===== src/sv/nec_pkg.sv =====
// Shared constants, types and the exp(-1) constant for the covariance core.
// No dependencies.
`default_nettype none

package nec_pkg;

   localparam int EXP_FRAC     = 30;
   localparam int TERM_W       = EXP_FRAC + 1;
   localparam int SERIES_TERMS = 16;
   localparam int FAR_SHIFT    = 10;
   localparam int RECIP_SHIFT  = 33;
   localparam int POW_BITS     = 5;
   localparam int POW_STAGES   = 31;

   localparam logic [0:0] REG_BETA_LOW  = 1'b0;
   localparam logic [0:0] REG_BETA_HIGH = 1'b1;

   typedef logic [TERM_W-1:0] term_type;

   typedef struct packed {
      logic eq;
      logic far;
   } nec_flags_type;

   localparam term_type Q_ONE  = {1'b1, {EXP_FRAC{1'b0}}};
   localparam term_type Q_HALF = {2'b01, {(EXP_FRAC-1){1'b0}}};

   // exp(-1) in Q.30 as the truncated 16-term series with floored terms gives it
   localparam term_type EXP_ONE = 31'd395007543;

endpackage

`default_nettype wire


===== src/sv/nec_sqrt.sv =====
// Two-lane pipelined integer square root, one root bit per stage.
// Depends on nec_pkg.
`default_nettype none

module nec_sqrt import nec_pkg::*; #(
   parameter int QW    = 42,
   parameter int TAG_W = 2
) (
   input  logic                  clock,
   input  logic                  reset,
   input  logic                  en,
   input  logic                  in_valid,
   input  logic [1:0][QW-1:0]    in_rad,
   input  logic [TAG_W-1:0]      in_tag,
   output logic                  out_valid,
   output logic [1:0][QW/2-1:0]  out_root,
   output logic [TAG_W-1:0]      out_tag
);

   localparam int RTW = QW / 2;
   localparam int RMW = RTW + 2;

   logic                 vld_ff  [RTW+1];
   logic [1:0][QW-1:0]   rad_ff  [RTW+1];
   logic [1:0][RMW-1:0]  rem_ff  [RTW+1];
   logic [1:0][RTW-1:0]  root_ff [RTW+1];
   logic [TAG_W-1:0]     tag_ff  [RTW+1];

   always_ff @(posedge clock) begin
      if (reset) begin
         vld_ff[0] <= 1'b0;
      end else if (en) begin
         vld_ff[0] <= in_valid;
      end
   end

   always_ff @(posedge clock) begin
      if (en) begin
         rad_ff[0]  <= in_rad;
         rem_ff[0]  <= '0;
         root_ff[0] <= '0;
         tag_ff[0]  <= in_tag;
      end
   end

   for (genvar i = 1; i <= RTW; i++) begin : g_step
      logic [1:0][RMW+1:0]  r2;
      logic [1:0][RMW+1:0]  trial;
      logic [1:0][RMW-1:0]  rem_in;
      logic [1:0][RTW-1:0]  root_in;
      logic [1:0][QW-1:0]   rad_in;

      always_comb begin
         for (int l = 0; l < 2; l++) begin
            r2[l]     = {rem_ff[i-1][l], rad_ff[i-1][l][QW-1:QW-2]};
            trial[l]  = (RMW+2)'({root_ff[i-1][l], 2'b01});
            rad_in[l] = {rad_ff[i-1][l][QW-3:0], 2'b00};
            if (r2[l] >= trial[l]) begin
               rem_in[l]  = RMW'(r2[l] - trial[l]);
               root_in[l] = {root_ff[i-1][l][RTW-2:0], 1'b1};
            end else begin
               rem_in[l]  = RMW'(r2[l]);
               root_in[l] = {root_ff[i-1][l][RTW-2:0], 1'b0};
            end
         end
      end

      always_ff @(posedge clock) begin
         if (reset) begin
            vld_ff[i] <= 1'b0;
         end else if (en) begin
            vld_ff[i] <= vld_ff[i-1];
         end
      end

      always_ff @(posedge clock) begin
         if (en) begin
            rad_ff[i]  <= rad_in;
            rem_ff[i]  <= rem_in;
            root_ff[i] <= root_in;
            tag_ff[i]  <= tag_ff[i-1];
         end
      end
   end

   assign out_valid = vld_ff[RTW];
   assign out_root  = root_ff[RTW];
   assign out_tag   = tag_ff[RTW];

endmodule

`default_nettype wire


===== config.mk =====
export PLATFORM = sky130hd
export DESIGN_NAME = nec_sqrt
export DESIGN_NICKNAME = d
export VERILOG_FILES = /design/src/sv/nec_pkg.sv /design/src/sv/nec_sqrt.sv
export SDC_FILE = /design/constraint.sdc
export NUM_CORES = 2
export LEC_CHECK = 0
export ABC_AREA = 1
export BUFFER_PORTS_ARGS = -buffer_cell sky130_fd_sc_hd__buf_2
export CORE_AREA = 2 2 448 561
export CTS_CLUSTER_DIAMETER = 30
export CTS_CLUSTER_SIZE = 24
export DETAILED_ROUTE_END_ITERATION = 10
export DIE_AREA = 0 0 450 563
export MAX_ROUTING_LAYER = met4
export PLACE_DENSITY = 0.7
export SLEW_MARGIN = 20
export SYNTH_ARGS = -nofsm -noshare
export SYNTH_HDL_FRONTEND = slang
export SYNTH_SLANG_ARGS = --single-unit

===== constraint.sdc =====
create_clock -name clock -period 2.3 [get_ports clock]
set_clock_uncertainty 0.05 [all_clocks]
set_input_delay 0 -clock clock [delete_from_list [all_inputs] [get_ports clock]]
set_output_delay 0 -clock clock [all_outputs]
set_load 0.01 [all_outputs]

==> impl_metrics.csv <==
group,metric,value,unit
drt,drt_iter0_drc,5936,
finish,finalNonFillerCells,19377,
sta,clock.fmax,0.4382,GHz
setup_path,cp_num_buf_inv,2,
die,ioPinCount,135,
logic_synthesis,ys_warn_count,0,
placed_design,dp_slack,-0.1707,ns
worst_hold_path,hold_depth,2,
placed_design,dp_hpwl,244400,um
placed_design,gp_congestion,1.001,
logic_synthesis,netlist_top_cells_area,"edfxtp_1, nand2_1, inv_1, ha_1, nor2_1",
setup_path,cp.required,2.91,ns
pwr,p_leak,71.02,nW
die,core,248300,sq um
sta,drv_slew,0,
setup_path,crit_chain,"ha_4, nand2_4, nor2_2, nand3_1, nand3_4, a21oi_4, clkbuf_16, nand2_1, o21ai_0, buf_4",
drt,wirelength,327700,um
sta,slew_headroom,54.06,%
grt,grt_pass1_vias,95391,
drt,wl_per_cell,16.91,um
logic_synthesis,synthTopCellsByCount,"nand2_1, inv_1, edfxtp_1",
sta,tns,0,ns
logic_synthesis,netlist_instances,13830,
grt,grt_pass1_wl,495400,um
clock_tree,htree_levels,5,
pwr,total_power,141.0,mW
setup_path,cp_num_cells,10,
drt,antenna_left,0,
finish,area_delta_synth_final,28.37,%
clock_tree,cts_root_buf,"clkbuf_16",
logic_synthesis,syn_avg_cell_area,8.917,sq um
placed_design,post-place-cells,18310,
flow_run,maxCapViolCount,0,
die,die_h,563,um
grt,grt_max_degree,92,
setup_path,start_kind,"flip-flop",
pwr,power_density,890.7,nW/um^2
drt,vias,96624,
die,die_area,253400,sq um
setup_path,cpLargestDelayFamily,"simple AND/OR/NAND/NOR gates",
logic_synthesis,yosys.cell_count.top_type,"nand2_1",
die,die_w,450,um
sta,fin_ws,0.01800,ns
sta,hold_viol,0,
setup_path,cp_slowest_stage_delay,0.47,ns
logic_synthesis,synth_seq_area_share,56.34,%
placed_design,io_buffers,134,
grt,antenna_found_initial,3,
logic_synthesis,synth-edff-count,2314,
logic_synthesis,synth-async-reset-ratio,0,%
setup_path,criticalPathCategory,"reg -> reg",
finish,regArea,69490,sq um
logic_synthesis,yosys.cell_types.count,54,
setup_path,crit_fanout,10,
finish,layout.nets,16329,
worst_hold_path,min_path_type,"in -> reg",
clock_tree,cts.path.max_buffers,4,
finish,drive_gt1_share,18.37,%
clock_tree,clkLatencyLatePin,0.92,ns
sta,finalSetupViolations,0,
finish,nFillCells,20523,
pwr,peakVddDrop,941.9,uV
logic_synthesis,syn_area,123300,sq um
drt,dr.pass1.iters,6,
clock_tree,cts_tree,"yes",
die,start_util,49.67,%
sta,worst_pin_slew,0.6875,ns
sta,rsz0062_at_grt,"true",
logic_synthesis,synth_top_area_share,56.34,%
setup_path,endpoint_kind,"flip-flop",
grt,track_usage,25.50,%
setup_path,crit_path_top_delay_cell,"edfxtp_1",
clock_tree,cts_buffers,397,
clock_tree,cts.sinks,2314,
drt,drc_errors,0,
die,num_rows,205,
sta,timing.hold.ws,0.07933,ns
sta,finalCriticalPeriod,2.282,ns
outcome,status,"finished clean",
clock_tree,clk_pin_slew,0.06,ns
logic_synthesis,yosys_register_bits,2314,
drt,via_per_inst,4.987,
finish,multi_input_area,48150,sq um
logic_synthesis,yosysTopAreaCell,"edfxtp_1",
logic_synthesis,ys.flop_type,"edfxtp_1",
grt,grt_overflow,0,
setup_path,reg2regPathDepth,10,
setup_path,crit_arrival,2.89,ns
sta,fin_crit_sh,99.22,%
sequential cells by signal (all words and copies together) (netlist names):
signal   cells
tag_ff      44
root_ff    462
rem_ff     862
vld_ff      22
rad_ff     924
path summary, 6_finish.rpt:
kind                                       from         endpoint  slack, ns
worst max register to register    rem_ff[1][28]    rem_ff[1][71]       0.02
worst max-delay path              rem_ff[1][28]    rem_ff[1][71]       0.02
worst min-delay path                         en    rad_ff[0][40]       0.08
worst min register to register  root_ff[1][277]  root_ff[1][320]       0.34
kinds of logic after synthesis:
family | count (synthesis) | share of synthesized area [%]
and+or+nand+nor | 7291 | 24.40
buffers and inverters | 2555 | 8.144
DFF | 2314 | 56.34
AOI/OAI and AO/OA | 830 | 3.607
adders and majority gates | 506 | 5.134
xor gates and xnor gates | 333 | 2.365
other | 1 | 0.003041
per-stage QoR:
stage | cell area [sq um] | util (%)
3_5_place_dp | 136800 | 55.08
5_1_grt | 158300 | 63.76
2_1_floorplan | 123300 | -
6_report | 158300 | 63.76
3_3_place_gp | 136800 | 55.08
4_1_cts | 152900 | 61.59
layer usage:
metal,share of wire [%],global-route usage (%),vias up
met5,0,-,-
met4,6.5,14.26,0
met2,53,47.21,2365
met1,37,26.03,44546
met3,3.7,2.913,1073
li1,-,-,48640
where the power goes:
part           internal [mW]  leakage (nW)  switching [mW]
sequential              51.5          22.2            2.93
clock                   38.7          6.65            21.5
combinational           10.9          42.2            15.5
area by class of cell:
cell class	instances	share of cell area [%]
tap	3312	2.618
clock buffer	439	6.455
sequential	2314	43.89
multi-input combinational	8965	30.42
timing repair buffer	1616	8.522
clock inverter	289	2.279
antenna	3	0.004742
inverter	2439	5.814
repair_timing:
action | in CTS | in global routing
setup buffers | 15 | 127
setup endpoints to repair | 183 | 745
resized for setup | 69 | 751
pin swaps | 5 | 88
hold endpoints to repair | 2166 | 0
hold buffers | 177 | 0
cloned | 0 | 19
placed cells by master (no fill, tap or decap), types with 133 or more instances in the layout:
cell type         n
buf_2           133
clkbuf_16       415
buf_4          1193
o21ai_0         187
a21oi_1         382
ha_1            253
xor2_1          205
edfxtp_1       2314
nor2_2          143
nor2_1         1119
dlygate4sd3_1   177
inv_1          2371
nand2_1        4541
ha_4            226
nand4_1         186
nand3_1         786
worst register-to-register path, cell delays in order (launching register included):
cell       delay [ns]
edfxtp_1         0.47
ha_4             0.35
nand2_4          0.06
nor2_2           0.18
nand3_1          0.17
nand3_4          0.15
a21oi_4          0.11
clkbuf_16        0.18
nand2_1          0.06
o21ai_0          0.09
buf_4            0.15
No activity file was read; power rests on OpenSTA's default activity.
